## src/rtl/gha_pkg.sv

```systemverilog
// Shared constants, types and codes of the generational handle allocator.
`default_nettype none
package gha_pkg;

	localparam int CAPACITY   = 1024;
	localparam int GEN_BITS   = 16;
	localparam int IDX_W      = $clog2(CAPACITY);
	localparam int LINK_W     = $clog2(CAPACITY + 1);
	localparam int SIZE_RESET = (1024 > CAPACITY) ? CAPACITY : 1024;

	// fixed field widths of the channels
	localparam int CMD_W   = 2;
	localparam int PAY_W   = 64;
	localparam int STRAT_W = 8;
	localparam int HIDX_W  = 10;
	localparam int HGEN_W  = 16;
	localparam int CNT_W   = 11;
	localparam int CFG_W   = 11;
	localparam int ST_W    = 3;

	localparam logic [LINK_W-1:0] LINK_NONE = LINK_W'(CAPACITY);

	typedef enum logic [CMD_W-1:0] {
		CMD_ALLOC   = 2'd0,
		CMD_LOOKUP  = 2'd1,
		CMD_RELEASE = 2'd2,
		CMD_GROW    = 2'd3
	} cmd_t;

	typedef enum logic [ST_W-1:0] {
		ST_OK         = 3'd0,
		ST_FULL       = 3'd1,
		ST_ZERO_STRAT = 3'd2,
		ST_RANGE      = 3'd3,
		ST_STALE      = 3'd4,
		ST_BAD_GROW   = 3'd5
	} status_t;

	typedef enum logic [3:0] {
		S_CLEAR = 4'b0001,
		S_IDLE  = 4'b0010,
		S_EXEC  = 4'b0100,
		S_GROW  = 4'b1000
	} state_t;

	// one slot's control word
	typedef struct packed {
		logic [GEN_BITS-1:0] gen;
		logic                alloc;
		logic [LINK_W-1:0]   link;
	} meta_t;

	localparam int META_W = $bits(meta_t);

	// start of a slot walk: [first, stop) is written, links chain up to chain_end
	typedef struct packed {
		logic                start;
		logic [LINK_W-1:0]   first;
		logic [LINK_W-1:0]   stop;
		logic [LINK_W-1:0]   chain_end;
		logic [LINK_W-1:0]   tail;
		logic [GEN_BITS-1:0] gen;
	} walk_cmd_t;

	typedef struct packed {
		logic             busy;
		logic [IDX_W-1:0] addr;
		meta_t            data;
	} walk_st_t;

endpackage
`default_nettype wire

```

## src/rtl/gha_walk.sv

```systemverilog
// Slot walker: writes a run of control words one slot per cycle (clear and grow).
`default_nettype none
module gha_walk (
	input  wire logic               clk,
	input  wire logic               arst_n,
	input  wire gha_pkg::walk_cmd_t cmd,
	output gha_pkg::walk_st_t       st
);

	logic                         busy_q;
	logic [gha_pkg::LINK_W-1:0]   idx_q;
	logic [gha_pkg::LINK_W-1:0]   stop_q;
	logic [gha_pkg::LINK_W-1:0]   chain_q;
	logic [gha_pkg::LINK_W-1:0]   tail_q;
	logic [gha_pkg::GEN_BITS-1:0] gen_q;
	logic [gha_pkg::LINK_W-1:0]   nxt;

	assign nxt = idx_q + gha_pkg::LINK_W'(1);

	// reset starts the full clearing pass with the reset size
	always_ff @(posedge clk or negedge arst_n) begin
		if (!arst_n) begin
			busy_q  <= 1'b1;
			idx_q   <= '0;
			stop_q  <= gha_pkg::LINK_W'(gha_pkg::CAPACITY);
			chain_q <= gha_pkg::LINK_W'(gha_pkg::SIZE_RESET);
			tail_q  <= gha_pkg::LINK_NONE;
			gen_q   <= '0;
		end else if (cmd.start) begin
			busy_q  <= 1'b1;
			idx_q   <= cmd.first;
			stop_q  <= cmd.stop;
			chain_q <= cmd.chain_end;
			tail_q  <= cmd.tail;
			gen_q   <= cmd.gen;
		end else if (busy_q) begin
			idx_q <= nxt;
			if (nxt == stop_q) begin
				busy_q <= 1'b0;
			end
		end
	end

	always_comb begin
		st.busy       = busy_q;
		st.addr       = idx_q[gha_pkg::IDX_W-1:0];
		st.data.gen   = gen_q;
		st.data.alloc = 1'b0;
		st.data.link  = (nxt < chain_q) ? nxt : tail_q;
	end

endmodule
`default_nettype wire

```

## config.mk

```make
export PLATFORM = sky130hd
export DESIGN_NAME = gha_walk
export DESIGN_NICKNAME = d
export VERILOG_FILES = /design/src/rtl/gha_pkg.sv /design/src/rtl/gha_walk.sv
export SDC_FILE = /design/constraint.sdc
export NUM_CORES = 1
export LEC_CHECK = 0
export ABC_AREA = 0
export ABC_CLOCK_PERIOD_IN_PS = 5100
export BUFFER_PORTS_ARGS = -buffer_cell sky130_fd_sc_hd__clkbuf_2
export CORE_MARGIN = 8
export CORE_UTILIZATION = 45
export DETAILED_ROUTE_END_ITERATION = 8
export PLACE_DENSITY = 0.71
export SETUP_SLACK_MARGIN = 0.5
export SYNTH_ARGS = -nofsm -noshare
export SYNTH_HDL_FRONTEND = slang
export SYNTH_SLANG_ARGS = --single-unit
```

## constraint.sdc

```tcl
create_clock -name clk -period 5.1 [get_ports clk]
set_input_delay 1.02 -clock clk [delete_from_list [all_inputs] [get_ports clk]]
set_output_delay 1.02 -clock clk [all_outputs]
set_load 0.02 [all_outputs]
```

==> reports/metrics.yaml, run 1 <==
sta:
  worst_pin_slew_ns: 0.875
  slew_headroom_pct: 41.7
  fmax_ghz: 0.228
  finalHoldViolCount: 0
  worst_slack_ns: 0.714
  worst_hold_slack_ns: 0.510
  rsz0062_at_grt: "no"
  final.setup.tns_ns: 0
  slew_violations: 0
  fin_skew_ns: 0.00621
  finalSetupViolCount: 0
  post-route-period-util_pct: 86.0
  min_period_ns: 4.39
routing:
  wl_um: 7480
  route.detailed.drc: 0
  ant_nets: 0
  vias_per_cell: 4.90
  vias: 2355
  wl_per_cell_um: 15.5
  first_pass_iters: 4
  drtIter0Drc: 107
worst_setup_path:
  end_kind: "output port"
  crit_fanout: 6
  path_class: "reg2out"
  start_kind: "flip-flop"
  required_ns: 4.08
  crit_arrival_ns: 3.37
floorplanning:
  coreArea_um2: 7180
  die_height_um: 102
  fp.dieArea_um2: 10300
  io_pins: 102
  die_w_um: 102
  core.rowCount: 31
  start_util_pct: 46.0
clock_network:
  clk_pin_slew_ns: 0.07
  cts-root-buf: "clkbuf_8"
  cts_buffers: 9
  cts_buffer_depth: 2
  cts_tree: "done"
  clock_latency_ns: 0.34
  holdBufCountCts: 0
  htree_levels: 3
  clkSinkCount: 61
cells_and_area:
  fillers: 649
  area_growth_pct: 23.2
  final_cell_mix: "clkbuf_2, dfrtp_1, mux2_2"
  final_util_pct: 56.7
  antenna_cells: 0
  fin_cells: 481
  nets: 451
  drive_gt1_share_pct: 49.5
  final_common_cell: "clkbuf_2"
global_routing:
  antenna_found_initial: 0
  grt_usage_pct: 15.1
  grt_overflow: 0
  grt_pass1_vias: 2473
  grt_start_max_net_pins: 44
  grt_pass1_wl_um: 12000
synthesis:
  synth.distinct_cells: 40
  postSynthCellCount: 288
  avgSynthCellArea_um2: 11.5
  syn_area_um2: 3300
  yosysWarnings: 0
  seq_area_frac_synth_pct: 46.4
  syn_nets: 362
  synth-seq-cells: 61
place:
  gp_congestion: 0.767
  portBuffers: 100
  post-place-ws_ns: 0.736
  dp_cells: 460
  dp_hpwl_um: 5680
power:
  cellPowerDensity_nw_per_um2: 364
  leakagePower_uw: 0.00195
  peakVddDrop_v: 0.000177
worst_hold_path:
  min_path_type: "reg2reg"
flow_run:
  cap_violations: 0
run_status:
  outcome: "finished, final reports clean"
## cells in the mapped netlist, drive strengths merged
cell	number	area share (%)
o21ai	24	3.6
maj3	1	0.30
o211ai	1	0.23
a21oi	2	0.30
and2	1	0.19
nor2	2	0.45
nand3	8	1.7
dfrtp	57	43
nor3	1	0.30
a31oi	1	0.19
mux2i	2	0.61
xnor2	14	4.2
inv	12	1.4
dfstp	4	3.2
mux2	48	17
buf	19	4.4
clkbuf	11	1.3
a211o	1	0.27
or2	1	0.19
nand2	30	3.4
a21boi	1	0.23
nand4	8	1.5
o32a	1	0.30
conb	1	0.11
xor2	17	4.7
and4	2	0.53
a211oi	1	0.38
nand3b	1	0.23
ha	11	4.2
nor4	1	0.19
a21o	4	0.91
## routing by layer
metal  vias to the layer above  global-route usage, %  part of all wire (%)
li1                       1146                      -                     -
met5                         -                      0                     0
met4                         0                   5.50                  0.84
met3                         7                   8.32                    11
met2                        81                   22.5                    46
met1                      1121                   17.9                    43
## kinds of logic after synthesis
kind of cell,synth area share (%)
AOI/OAI and AO/OA,6.44
xor gates and xnor gates,8.90
adders and majority gates,4.47
buffers and inverters,6.97
DFF,46.4
muxes,18.0
other,0.114
and+or+nand+nor,8.75
## sequential cells by signal, summed over array words and instances (netlist names)
signal / count
gen_q: 16
idx_q: 11
chain_q: 11
tail_q: 11
stop_q: 11
busy_q: 1
## final timing paths
| path | start | endpoint | slack (ns) | cells after the start |
|---|---|---|---|---|
| max in group asynchronous | arst_n | idx_q[1] | 3.49 | 2 |
| setup / recovery | idx_q[1] | st[1] | 0.71 | 12 |
| hold reg to reg | gen_q[10] | gen_q[10] | 0.51 | 1 |
| setup reg to reg | idx_q[1] | busy_q | 2.96 | 8 |
| min in group asynchronous | arst_n | idx_q[7] | 0.68 | 1 |
| hold / removal | gen_q[10] | gen_q[10] | 0.51 | 1 |
## stage by stage
stage                     power (uW)  instance area (um^2)
after floorplan                  839                  3300
after global placement           934                  3760
after detailed placement         940                  3760
after CTS                       1500                  4030
after global routing            1550                  4070
final                           1480                  4070
## worst max-delay path, stage by stage (launching register included)
cell	delay (ns)
dfrtp_2	0.42
ha_2	0.24
and4_1	0.28
nand4_1	0.17
xnor2_2	0.27
ha_1	0.28
a21o_1	0.18
a21o_1	0.17
a21oi_1	0.19
o21ai_2	0.16
buf_4	0.22
mux2_4	0.30
clkbuf_2	0.16
## final cells by class
type	count	area (um^2)	area share, %
clock buffers	11	151	3.72
clock inverters	5	106	2.61
inverters	12	45.0	1.11
multi-input cells	185	1550	38.0
flip-flops and latches	61	1530	37.7
well taps	99	124	3.04
repair buffers	108	561	13.8
## repair_timing
action	CTS	global route
pin swaps	0	1
endpoints found under the hold margin	0	0
resized for setup	2	2
setup endpoints to repair	6	6
buffers inserted	0	5
## power breakdown
| part | switching (uW) | leakage [uW] | total, uW | internal [uW] |
|---|---|---|---|---|
| Sequential | 44.2 | 0.000715 | 578 | 534 |
| Clock | 194 | 0.000126 | 546 | 352 |
| Combinational | 188 | 0.00111 | 356 | 168 |
| Total | 426 | 0.00195 | 1480 | 1050 |
Power figures use the tool's default switching activity.
==> run 2: changes to the inputs <==
Settings changed: ABC_AREA 0 to 1.
==> run 2 against run 1 <==
Synthesized cell count rose by 50%. Register-to-register slack improved by 0.34 ns. Cell area fell by 3.1%. Critical path type unchanged. Fmax rose by 7.6%. Setup slack improved by 0.31 ns. Sequential power fell by 3%. Clock power fell by 24%. Cell count rose by 30%. Total power fell by 11%. Critical path depth rose by 2.
==> reports/metrics.yaml, run 2 <==
run_status:
  outcome: "finished, final reports clean"
cells_and_area:
  final_util_pct: 55.3
  nets: 594
  area_growth_pct: 20.7
  fin_cells: 623
  multi_input_area_um2: 1400
  final-seq-area_um2: 1530
  fillers: 726
  antenna_cells: 0
  regMostFlops: "gen_q"
  final_common_cell: "nand2_1"
  final_cell_mix: "nand2_1, clkbuf_2, dfrtp_1"
  largest_register_ffs: 16
  stdcell_area_um2: 3940
  drive_gt1_share_pct: 25.6
worst_hold_path:
  worstHoldPathCells: 2
  hp-start: "tail_q[10]"
  min_path_type: "reg2reg"
clock_network:
  clock_latency_ns: 0.34
  holdBufCountCts: 0
  cts_tree: "done"
  htree_levels: 3
  post_cts_buffers: 0
  clkSinkCount: 61
  cts-root-buf: "clkbuf_8"
  cts_buffer_depth: 2
  clk_pin_slew_ns: 0.07
  post_cts_resize_count: 0
  cts_buffers: 9
synthesis:
  synth-seq-cells: 61
  postSynthCellCount: 433
  seq_area_frac_synth_pct: 46.9
  yosysTopAreaCell: "dfrtp_1"
  avgSynthCellArea_um2: 7.54
  syn_area_um2: 3270
  synth_edf_count: 0
  ys_async_sr_fraction_pct: 100
  synthAdderAreaFrac_pct: 4.21
  syn_nets: 507
  synth.distinct_cells: 27
  synth-simple-area-share_pct: 28.5
  yosysMostFrequentCell: "nand2_1"
  synth_area_leaders: "dfrtp_1, nand2_1, inv_1"
  synth-xor-area-share_pct: 0
  yosysWarnings: 0
  synth_top_family_by_area: "simple AND/OR/NAND/NOR gates"
  synth_top_flop_cell: "dfrtp_1"
  synth_compound_area_share_pct: 9.92
  ys_top_cells_by_count: "nand2_1, dfrtp_1, inv_1, o21ai_0, nand3_1"
  synth.area.mux_share_pct: 0
  synth_top_area_share_pct: 43.7
sta:
  slew_headroom_pct: 41.6
  rsz0062_at_grt: "no"
  finalHoldViolCount: 0
  slew_violations: 0
  final.setup.tns_ns: 0
  fmax_ghz: 0.245
  min_period_ns: 4.08
  fin_skew_ns: 0.00824
  post-route-period-util_pct: 80.0
  finalSetupViolCount: 0
  worst_pin_slew_ns: 0.875
worst_setup_path:
  critPathLaunch: "idx_q[0]"
  cp_slowest_cell: "dfrtp_1"
  r2r_start: "idx_q[0]"
  end_kind: "output port"
  rr_worst_depth: 13
  cp_cell_sequence: "ha_1 -> nand2_2 -> nor2_2 -> nand3_1 -> nand2_1 -> inv_1 -> ha_1 -> a21oi_1 -> o21ai_0 -> nand2_1 -> o2111ai_1 -> buf_4 -> o21ai_0 -> clkbuf_2"
  path_class: "reg2out"
  crit_fanout: 22
  start_kind: "flip-flop"
  crit_arrival_ns: 3.06
  required_ns: 4.08
  max_stage_delay_ns: 0.52
floorplanning:
  die_w_um: 101
  start_util_pct: 45.8
  fp.dieArea_um2: 10200
  io_pins: 102
  die_height_um: 101
  coreArea_um2: 7140
  core.rowCount: 31
global_routing:
  grt_start_max_net_pins: 84
  antenna_found_initial: 0
  grt_usage_pct: 18.4
  grt_pass1_wl_um: 14700
  grt_overflow: 0
  grt_pass1_vias: 3083
routing:
  vias_per_cell: 4.85
  wl_um: 8780
  ant_nets: 0
  first_pass_iters: 4
  vias: 3022
  wl_per_cell_um: 14.1
  route.detailed.drc: 0
  drtIter0Drc: 150
power:
  peakVddDrop_v: 0.000223
  cellPowerDensity_nw_per_um2: 333
  leakagePower_uw: 0.00220
flow_run:
  cap_violations: 0
place:
  portBuffers: 100
  dp_hpwl_um: 6640
  place_area_um2: 3760
  gp_congestion: 0.873
  dp_cells: 608
[run 2: changes by cell type in the layout (fill, tap and decap cells not counted), moves of 4 or more]
cell      previous run  this run
mux2_4               9         0
buf_4                8         3
nor2_1               1        14
xor2_1              16         0
a21o_1               4         0
nand3_1              6        27
inv_1               12        47
o221ai_1             0         9
nand2_2              0         5
nand2_1             30       175
xnor2_1             12         0
nand4_1              8         2
o21ai_0             22        33
mux2_2              39         0
[run 2: logic make-up (layout without fill, tap and decap cells)]
family / Yosys count / after routing
adder cells (fa/ha/maj): 11 / 11
flip-flops: 61 / 61
AO/OA/AOI/OAI: 55 / 55
other: 1 / 1
AND/OR/NAND/NOR: 228 / 228
buffers and inverters: 77 / 168
[run 2: power breakdown]
part / internal (uW) / total, uW / leakage, uW / switching (uW)
clock: 220 / 413 / 0.0000919 / 193
combinational: 113 / 337 / 0.00137 / 223
sequential: 530 / 563 / 0.000735 / 33.5
total: 863 / 1310 / 0.00220 / 450
[run 2: worst max-delay path, delay by kind of cell, from the launching register on]
kind / cells / cell delay, ns
AO/OA/AOI/OAI: 4 / 0.59
adder cells (fa/ha/maj): 2 / 0.57
AND/OR/NAND/NOR: 5 / 0.57
flip-flops: 1 / 0.52
buffers and inverters: 3 / 0.49
[run 2: per-layer routing]
metal,GRT usage (%),part of all wire (%),routed length (um),up-vias
met2,27.0,44,3900,107
met4,6.41,2.1,187,0
li1,-,-,-,1532
met3,9.00,10,880,16
met1,22.9,43,3820,1367
met5,0,0,0,-
[run 2: final cells by class]
class                   instances  share of cell area, %
repair buffers                103                   13.3
clock buffers                  10                   3.24
well taps                      99                   3.14
inverters                      50                   4.76
multi-input cells             295                   35.4
flip-flops and latches         61                   38.8
clock inverters                 5                   1.33
[run 2: stage by stage]
step | hold WS (ns) | setup WS [ns] | power [uW]
after floorplan | 0.442 | 1.58 | 792
after global placement | 0.453 | 1.50 | 905
after detailed placement | 0.458 | 1.38 | 912
after CTS | 0.471 | 1.01 | 1330
after global routing | 0.489 | 0.696 | 1400
final | 0.469 | 1.02 | 1310
[run 2: path summary, 6_finish.rpt]
path                         endpoint  slack, ns
min in group asynchronous   stop_q[6]       0.83
setup / recovery                st[6]       1.02
setup reg to reg               busy_q       3.30
hold reg to reg            tail_q[10]       0.47
max in group asynchronous   tail_q[2]       3.76
hold / removal             tail_q[10]       0.47
