File: src/rtl/gha_ram.sv
// Generic single-write, single-read RAM with registered read data.
`default_nettype none
module gha_ram #(
	parameter int W = 8,
	parameter int D = 16
) (
	input  wire logic                 clk,
	input  wire logic                 we,
	input  wire logic [$clog2(D)-1:0] waddr,
	input  wire logic [W-1:0]         wdata,
	input  wire logic [$clog2(D)-1:0] raddr,
	output logic      [W-1:0]         rdata
);

	logic [W-1:0] mem_q [D];

	always_ff @(posedge clk) begin
		if (we) begin
			mem_q[waddr] <= wdata;
		end
		rdata <= mem_q[raddr];
	end

endmodule
`default_nettype wire

File: config.mk
export PLATFORM = sky130hd
export DESIGN_NAME = gha_ram
export DESIGN_NICKNAME = d
export VERILOG_FILES = /design/src/rtl/gha_ram.sv
export SDC_FILE = /design/constraint.sdc
export NUM_CORES = 1
export LEC_CHECK = 0
export ABC_AREA = 1
export BUFFER_PORTS_ARGS = -buffer_cell sky130_fd_sc_hd__buf_4
export CAP_MARGIN = 20
export CORE_UTILIZATION = 35
export CTS_CLUSTER_DIAMETER = 200
export DETAILED_ROUTE_END_ITERATION = 16
export PLACE_DENSITY = 0.53
export SLEW_MARGIN = 20
export SYNTH_ARGS = -nofsm -noshare
export SYNTH_HDL_FRONTEND = slang
export SYNTH_SLANG_ARGS = --single-unit
File: constraint.sdc
create_clock -name clk -period 1.1 [get_ports clk]
set_input_delay 0.22 -clock clk [delete_from_list [all_inputs] [get_ports clk]]
set_output_delay 0.22 -clock clk [all_outputs]
set_load 0.1 [all_outputs]
==> results of run 1 <==
where the power goes:
part | leakage (uW) | switching, uW | internal, uW
Sequential | 0.00123 | 55.8 | 5800
Combinational | 0.00158 | 771 | 391
Clock | 0.000277 | 2190 | 3560
stage by stage:
stage	hold WS (ns)	setup slack, ns
3_3_place_gp	0.566	-0.254
3_5_place_dp	0.562	-0.266
5_1_grt	0.124	-0.112
4_1_cts	0.102	-0.109
6_report	0.119	-0.0900
2_1_floorplan	0.319	-0.0708
worst paths after layout:
check        endpoint  cells after the start          from  slack (ns)
min reg2reg  rdata[7]                      6  mem_q[10][7]        0.68
min          rdata[7]                      3      raddr[3]        0.12
max reg2reg  rdata[1]                      6   mem_q[5][1]        0.04
max          rdata[4]                      1      rdata[4]       -0.09
area by class of cell:
cell class,count,share of cell area [%]
Clock buffer,17,5.92
Clock inverter,15,2.51
Inverter,102,5.33
Multi-Input combinational cell,289,17.2
Sequential cell,136,56.0
Tap cell,216,3.76
Timing Repair Buffer,64,9.30
registers in the layout (all words and copies together), names as in the netlist:
| name | count |
|---|---|
| rdata | 8 |
| mem_q | 128 |
cell usage in the layout (no fill, tap or decap), drive strengths merged:
cell type | Yosys | layout
buf | 24 | 64
bufinv | 0 | 3
clkbuf | 0 | 17
clkinv | 0 | 6
clkinvlp | 0 | 6
dfxtp | 8 | 8
edfxtp | 128 | 128
inv | 102 | 102
nand2 | 173 | 173
nand3 | 97 | 97
nand3b | 2 | 2
nor2 | 17 | 17
routing by layer:
layer	up-vias	share of wire [%]
met5	-	0
met4	0	2.1
met3	18	4.9
met2	98	48
met1	1917	45
li1	1893	-
cell families (layout without fill, tap and decap cells):
kind of cell,Yosys count,after routing,synth area share (%)
and+or+nand+nor,289,289,21.0
DFF,136,136,69.4
buffers and inverters,126,198,9.52
repair_timing:
action	CTS	global route
hold buffers	0	0
endpoints found under the setup margin	8	10
pin swaps	0	0
resized for setup	27	2
==> results by group, run 1 <==
Synthesis
  • Number of instances in the synthesized netlist: roughly 550
  • Async set-or-reset flop fraction in the synthesized netlist: 0%
  • Number of enable flip-flop cells after synthesis: 128
  • Per-instance average area after synthesis: 10.5 um2
  • Number of warnings issued by yosys: 0
  • Register area share after synthesis: 69.4%
  • Synthesized Nets: approximately 570
  • Flops & latches, synth: around 140
  • Yosys cell types: 12
  • Cell type with the largest total area after synthesis: sky130_fd_sc_hd__edfxtp_1
  • Share of the synthesized area in the top cell type: ~67%
  • Top cells by instance count after synthesis: sky130_fd_sc_hd__nand2_1 (173), sky130_fd_sc_hd__edfxtp_1 (128), sky130_fd_sc_hd__inv_1 (100), sky130_fd_sc_hd__nand3_1 (97), sky130_fd_sc_hd__nor2_1 (17)
  • Largest cells by area after synthesis: sky130_fd_sc_hd__edfxtp_1 (67%), sky130_fd_sc_hd__nand2_1 (11%), sky130_fd_sc_hd__nand3_1 (8.4%), sky130_fd_sc_hd__inv_1 (6.5%), sky130_fd_sc_hd__dfxtp_1 (2.8%)
  • Cell area after synthesis: 5770 um2
  • Most common cell in the netlist: sky130_fd_sc_hd__nand2_1
  • Most frequently used flop master after synthesis: sky130_fd_sc_hd__edfxtp_1

Critical path
  • Cell family contributing the most delay on the critical path: flip-flops
  • Delay of the slowest critical-path stage: approximately 0.37 ns
  • Data arrival time of the critical path: approximately 0.97 ns
  • Type of element capturing the critical path: output port
  • Crit start category: flop
  • Max FO, Critical Path: 1
  • Count of buffering cells on the critical path with inverters included: 1
  • Critical-path cell list: buf_12
  • Required time at the worst-slack endpoint: roughly 0.88 ns
  • Standard cell with the maximum stage delay on the critical path: sky130_fd_sc_hd__dfxtp_4
  • Kind of critical path: reg2out

Timing
  • Setup clock skew after layout: between 0.005 and 0.006 ns
  • Minimum setup slack in the final design: -0.0900 ns
  • Final critical-path required period: ~1.2 ns
  • Summed negative setup slack over all endpoints: -0.507 ns
  • Highest clock rate: 0.840 GHz
  • Unrepaired setup endpoints after global routing: true
  • Worst relative slew slack: 77.8%
  • Number of setup violations in the final report: 8
  • Final Hold Vio Count: 0
  • Number of max-slew violations in the final report: 0
  • Worst slew pin tran: 0.332 ns
  • Fin crit share: 108%

Pwr
  • PwrDens: between 1500 and 2000 nW/um2
  • Overall power consumption: ~13000 uW
  • VDD IR-drop max: ~0.0011 V
  • P_leak: a little over 0.003 uW

Cells and area
  • Total Nets Final: 628
  • Number of fill cells in the layout: around 1500
  • Area growth from synthesis to layout: 24.6%
  • Final Non-Filler Cells: roughly 840
  • Fraction of layout cells with a size suffix above 1: 18.1%
  • Ant. Diodes: 0
  • End-of-flow core utilization: between 40 and 50%
  • Multi-input gate area in the final layout: around 1200 um2
  • Post-route cell area: around 7000 um2
  • Sequential cell area: between 4000 and 5000 um2

Routing
  • Number of DRC markers in iteration 0: about 290
  • Wire length after detailed routing: roughly 14000 um
  • DRT antenna net count: 0
  • Count of unresolved DRC violations after routing: 0
  • Router iterations before antenna repair: 4
  • Vias per std cell: 4.68
  • Post-DR wirelength/cell: roughly 16 um
  • Routed via count: slightly below 4000

Clock tree
  • Clock transition at the registers of the reported paths: about 0.060 ns
  • TritonCTS clock tree: done
  • Longest Clk Path Bufs: 2
  • Total number of H-tree levels: 4
  • Total clock buffers created by CTS: 17
  • Clk Tree Root Cell: sky130_fd_sc_hd__clkbuf_16
  • Latest clock arrival within the worst-skew pair: about 0.43 ns
  • Post-CTS Setup Inserts: 0
  • Number of clock sinks: 136

Hold path
  • Worst hold path type: in2reg

Floorplan
  • Die Y: 130 um
  • Floorplan core area: roughly 16000 um2
  • Number of rows in the core area: between 40 and 50
  • Boundary pin count: 26
  • Horizontal extent of the die: 130 um
  • Area of the die: 17000 um2
  • Initial Utilization: between 30% and 40%

GRT
  • First-pass GRT wire length: approximately 22000 um
  • Via count of the first global-routing pass: ~3900
  • Antenna violations before repair: 0
  • GRT Total Usage: ~18%
  • Residual overflow from global routing: 0
  • Global routing usage on met2: between 20% and 30%
  • Largest net degree at the start of global routing: 58
  • Met3 usage: 4.26%
  • Most utilized layer in the global route result: met2
  • Met1 routing resource usage after global routing: 24.3%

Flow run
  • Number of maximum-capacitance violations: 0

Place
  • Number of buffers added on ports: 25
  • RD Place Congestion: between 0.8 and 0.9
  • Number of cells after detailed placement: roughly 810
  • DP Wirelength: approximately 9100 um
  • Post-placement cell area: around 6500 um2

Status
  • Failing checks: negative setup slack
  • Outcome: complete, but fails checks
(Power assumes the default switching activity.)
==> inputs of run 2 (changes only) <==
Settings changed: CORE_UTILIZATION 35 to 55, PLACE_DENSITY 0.53 to 0.76.
==> results by group, run 2 (same netlist as run 1, synthesis figures left out) <==
Cells and area
  • Area growth from synthesis to layout: 21.7%
  • End-of-flow core utilization: about two thirds
  • Ant. Diodes: 0
  • Largest register FFs: around 130
  • Top reg by flops: mem_q
  • Commonest non-fill, non-tap cells in the layout: sky130_fd_sc_hd__nand2_1 (173), sky130_fd_sc_hd__edfxtp_1 (128), sky130_fd_sc_hd__inv_1 (100)
  • Fraction of layout cells with a size suffix above 1: roughly 17%
  • Final Non-Filler Cells: between 700 and 800
  • Commonest non-fill, non-tap cell in the layout: sky130_fd_sc_hd__nand2_1
  • Total Nets Final: 615
  • Largest registers: mem_q x128, rdata x8

Timing
  • Fin crit share: 116%
  • Highest clock rate: roughly 0.8 GHz
  • Final Hold Vio Count: 0
  • Summed negative setup slack over all endpoints: -1.21 ns
  • Number of setup violations in the final report: 8
  • Minimum setup slack in the final design: -0.177 ns
  • Final critical-path required period: 1.28 ns
  • Setup clock skew after layout: 0.00580 ns
  • Worst slew pin tran: ~0.37 ns
  • Unrepaired setup endpoints after global routing: true
  • Worst relative slew slack: 75.2%
  • Number of max-slew violations in the final report: 0
  • Hold WS: 0.0431 ns

Status
  • Outcome: complete, but fails checks
  • Failing checks: design-rule violations, negative setup slack

Critical path
  • Crit start category: flop
  • Data arrival time of the critical path: 1.06 ns
  • R2R Path End: rdata[7]
  • Required time at the worst-slack endpoint: 0.88 ns
  • Standard cell with the maximum stage delay on the critical path: sky130_fd_sc_hd__dfxtp_4
  • Critical-path cell list: buf_12
  • Type of element capturing the critical path: output port
  • Launch point of the worst reg-to-reg path: mem_q[3][7]
  • FF-to-FF path depth: 6
  • Count of buffering cells on the critical path with inverters included: 1
  • Cell family contributing the most delay on the critical path: flip-flops
  • FF-to-FF setup slack: ~0.06 ns
  • Delay of the slowest critical-path stage: around 0.37 ns
  • Kind of critical path: reg2out
  • Max FO, Critical Path: 1

Routing
  • Routed via count: between 3000 and 4000
  • Number of DRC markers in iteration 0: 394
  • Vias per std cell: 5.33
  • Count of unresolved DRC violations after routing: 2
  • DRT antenna net count: 0
  • Wire length after detailed routing: 12900 um
  • Post-DR wirelength/cell: 17.3 um
  • Router iterations before antenna repair: 11

GRT
  • GRT Total Usage: 25.9%
  • Residual overflow from global routing: 0
  • First-pass GRT wire length: approximately 21000 um
  • Largest net degree at the start of global routing: 40
  • Antenna violations before repair: 0
  • Via count of the first global-routing pass: around 4000

Clock tree
  • Longest Clk Path Bufs: 2
  • Clk Tree Root Cell: sky130_fd_sc_hd__clkbuf_8
  • Total number of H-tree levels: 4
  • Number of clock sinks: between 100 and 150
  • TritonCTS clock tree: done
  • Cts hold-fix bufs: 0
  • Total clock buffers created by CTS: 17
  • Clock transition at the registers of the reported paths: about 0.060 ns
  • Latest clock arrival within the worst-skew pair: between 0.5 and 0.6 ns

Pwr
  • VDD IR-drop max: between 0.001 and 0.0015 V
  • PwrDens: roughly 1800 nW/um2
  • P_leak: between 0.003 and 0.004 uW

Hold path
  • Worst hold endpoint: rdata[3]
  • Hold path start: raddr[3]
  • Worst hold path type: in2reg
  • Number of cells on the worst hold path: 3

Floorplan
  • Area of the die: 10900 um2
  • Floorplan core area: between 10000 and 15000 um2
  • Die Y: between 100 and 150 um
  • Initial Utilization: a little under three fifths
  • Number of rows in the core area: 37
  • Horizontal extent of the die: between 100 and 150 um
  • Boundary pin count: 26

Place
  • Number of buffers added on ports: 25
  • RD Place Congestion: about 0.85
  • DP Wirelength: between 7000 and 8000 um
  • Number of cells after detailed placement: 714

Flow run
  • Number of maximum-capacitance violations: 0
[run 2: layout make-up]
class | count | area, um2
Clock buffer | 19 | 432
Timing Repair Buffer | 51 | 596
Inverter | 102 | 383
Multi-Input combinational cell | 289 | 1250
Clock inverter | 13 | 178
Tap cell | 136 | 170
Sequential cell | 136 | 4020
Fill cell | 683 | 3210
[run 2: worst max-delay path by stage]
stage	from	slack [ns]	depth (start not counted)	end
6_report	rdata[6]	-0.18	1	rdata[6]
5_1_grt	rdata[6]	-0.20	1	rdata[6]
4_1_cts	rdata[6]	-0.19	1	rdata[6]
3_5_place_dp	raddr[0]	-0.19	8	rdata[1]
3_3_place_gp	raddr[0]	-0.16	8	rdata[1]
2_1_floorplan	waddr[2]	-0.07	2	mem_q[11][0]
[run 2: tightest hold or removal path, stage by stage]
cell and delay [ns]:
sky130_fd_sc_hd__buf_4 0.16, sky130_fd_sc_hd__nand3_1 0.09, sky130_fd_sc_hd__nand2_1 0.05
[run 2: timing repair]
action,4_1_cts,5_1_grt
setup endpoints to repair,8,12
setup buffers,0,0
resized for setup,25,4
[run 2: per-layer routing]
layer	GRT usage [%]	vias up	wire length [um]
met1	32.9	1887	4990
met3	5.70	21	1170
met4	12.0	0	303
li1	-	1864	-
met5	0	-	0
met2	42.4	203	6420
[run 2: report_power, final]
| part | internal (uW) | total, uW | switching, uW |
|---|---|---|---|
| Sequential | 5800 | 5860 | 55.5 |
| Combinational | 378 | 1140 | 759 |
| Clock | 3720 | 5800 | 2070 |
[run 2: metrics by stage]
stage	total power (uW)	setup WS (ns)	area (um2)
final	12800	-0.177	7020
after CTS	12800	-0.187	7000
after global routing	13100	-0.200	7020
after detailed placement	6980	-0.191	6290
after global placement	6960	-0.165	6290
after floorplan	6600	-0.0708	5790
==> inputs of run 3 (changes only) <==
Settings changed: PLACE_DENSITY 0.76 to 0.73.
Clock period 1.1 ns to 1.6 ns, I/O delays scaled along.
==> results by group, run 3 (same netlist as run 1, synthesis figures left out) <==
Status
  • Outcome: complete, no violations

Cells and area
  • Largest registers: mem_q x128, rdata x8
  • Largest register FFs: approximately 130
  • Multi-input gate area in the final layout: around 1200 um2
  • Fraction of layout cells with a size suffix above 1: a little over an eighth
  • Top reg by flops: mem_q
  • Number of fill cells in the layout: 732
  • Sequential cell area: roughly 4000 um2
  • Total Nets Final: roughly 610
  • Area growth from synthesis to layout: 18.6%
  • Commonest non-fill, non-tap cells in the layout: sky130_fd_sc_hd__nand2_1 (173), sky130_fd_sc_hd__edfxtp_1 (128), sky130_fd_sc_hd__inv_1 (100)
  • Ant. Diodes: 0
  • Commonest non-fill, non-tap cell in the layout: sky130_fd_sc_hd__nand2_1

Timing
  • Setup clock skew after layout: roughly 0.0055 ns
  • Number of max-slew violations in the final report: 0
  • Unrepaired setup endpoints after global routing: false
  • Fin crit share: between 90% and 100%
  • Worst slew pin tran: 0.345 ns
  • Number of setup violations in the final report: 0
  • Worst relative slew slack: 77.0%
  • Final Hold Vio Count: 0
  • Highest clock rate: roughly 0.68 GHz
  • Final critical-path required period: 1.48 ns
  • Hold WS: 0.130 ns
  • Summed negative setup slack over all endpoints: 0 ns

GRT
  • Residual overflow from global routing: 0
  • GRT Total Usage: about a quarter
  • Via count of the first global-routing pass: just over 4000
  • Antenna violations before repair: 0
  • First-pass GRT wire length: about 20000 um
  • Largest net degree at the start of global routing: 33

Clock tree
  • Cts hold-fix bufs: 0
  • Latest clock arrival within the worst-skew pair: 0.51 ns
  • Number of clock sinks: roughly 140
  • Post-cts sizing count: 0
  • Post-CTS Setup Inserts: 0
  • Clk Tree Root Cell: sky130_fd_sc_hd__clkbuf_8
  • Total number of H-tree levels: 4
  • Clock transition at the registers of the reported paths: about 0.06 ns
  • Total clock buffers created by CTS: 17
  • TritonCTS clock tree: done
  • Longest Clk Path Bufs: 2

Floorplan
  • Floorplan core area: 10200 um2
  • Horizontal extent of the die: 104 um
  • Boundary pin count: 26
  • Area of the die: between 10000 and 15000 um2
  • Initial Utilization: roughly 56%
  • Number of rows in the core area: 37
  • Die Y: 104 um

Pwr
  • VDD IR-drop max: around 0.00075 V
  • P_leak: 0.00299 uW
  • PwrDens: about 1300 nW/um2
  • Switching share of power: 21.7%
  • Clock Power Share: a little under half
  • Net switching component of the power: between 1500 and 2000 uW
  • Int Pwr: about 7000 uW
  • Part of the total power dissipated in sequential elements: roughly 45%
  • Fraction of power consumed by combinational cells: 7.8%

Routing
  • Router iterations before antenna repair: 5
  • Vias per std cell: about 5.2
  • Routed via count: 3885
  • Number of DRC markers in iteration 0: between 200 and 300
  • Count of unresolved DRC violations after routing: 0
  • DRT antenna net count: 0
  • Post-DR wirelength/cell: 17.0 um
  • Wire length after detailed routing: between 10000 and 15000 um

Critical path
  • Standard cell with the maximum stage delay on the critical path: sky130_fd_sc_hd__dfxtp_1
  • Data arrival time of the critical path: approximately 1.2 ns
  • Kind of critical path: reg2out
  • Launching instance or port of the critical path: rdata[3]
  • Cell family contributing the most delay on the critical path: flip-flops
  • Type of element capturing the critical path: output port
  • Count of buffering cells on the critical path with inverters included: 1
  • Crit start category: flop
  • Required time at the worst-slack endpoint: approximately 1.3 ns
  • Max FO, Critical Path: 1
  • Critical-path cell list: buf_4
  • Launch point of the worst reg-to-reg path: mem_q[1][4]
  • Delay of the slowest critical-path stage: approximately 0.35 ns

Place
  • DP Wirelength: roughly 7600 um
  • RD Place Congestion: between 0.8 and 0.9
  • Number of buffers added on ports: 25

Hold path
  • Worst hold path type: in2reg
  • Hold path start: raddr[3]

Flow run
  • Number of maximum-capacitance violations: 0
## run 3: cell types whose count changed in the layout (fill, tap and decap cells not counted), sizes merged
| cell | previous run | this run |
|---|---|---|
| buf | 51 | 49 |
| clkbuf | 19 | 20 |
| clkinv | 7 | 4 |
| bufinv | 4 | 5 |
| clkinvlp | 2 | 3 |
## run 3: metal layers
| layer | up-vias | share of wire (%) | GRT usage [%] |
|---|---|---|---|
| met3 | 24 | 6.0 | 6.39 |
| met2 | 138 | 51 | 41.9 |
| met1 | 1862 | 40 | 32.3 |
| li1 | 1861 | - | - |
| met4 | 0 | 2.4 | 11.7 |
| met5 | - | 0 | 0 |
## run 3: per-stage QoR
| step | area [um2] | worst slack (ns) | cells | power, uW | util (%) |
|---|---|---|---|---|---|
| 5_1_grt | 6840 | 0.0985 | 744 | 9160 | 66.9 |
| 2_1_floorplan | 5770 | 0.329 | 551 | 4530 | - |
| 4_1_cts | 6840 | 0.0976 | 744 | 8960 | 66.9 |
| 3_3_place_gp | 6190 | 0.162 | 712 | 4750 | 60.5 |
| 6_report | 6840 | 0.124 | 744 | 8900 | 66.9 |
| 3_5_place_dp | 6190 | 0.146 | 712 | 4770 | 60.5 |
## run 3: worst min-delay path, cell delays in order
cell	delay (ns)
sky130_fd_sc_hd__buf_4	0.16
sky130_fd_sc_hd__nand3_1	0.09
sky130_fd_sc_hd__nand2_1	0.05
## run 3: path summary, 6_finish.rpt
kind              end  slack, ns  depth (start not counted)
min          rdata[7]       0.13                          3
max          rdata[3]       0.12                          1
max reg2reg  rdata[4]       0.58                          6
min reg2reg  rdata[7]       0.68                          6
## run 3: layout make-up
class                      count  area share [%]
multi-input combinational    289            17.7
sequential                   136            58.5
timing repair buffer          49            6.11
inverter                     102            5.60
tap                          136            2.49
clock inverter                12            2.87
clock buffer                  20            6.66
## run 3: power by group through the flow
stage / registers, uW / clock network (uW) / logic [uW]
6_report: 4010 / 4200 / 691
5_1_grt: 4010 / 4400 / 745
4_1_cts: 4010 / 4260 / 693
3_5_place_dp: 4080 / 0 / 687
3_3_place_gp: 4080 / 0 / 671
2_1_floorplan: 4250 / 0 / 281
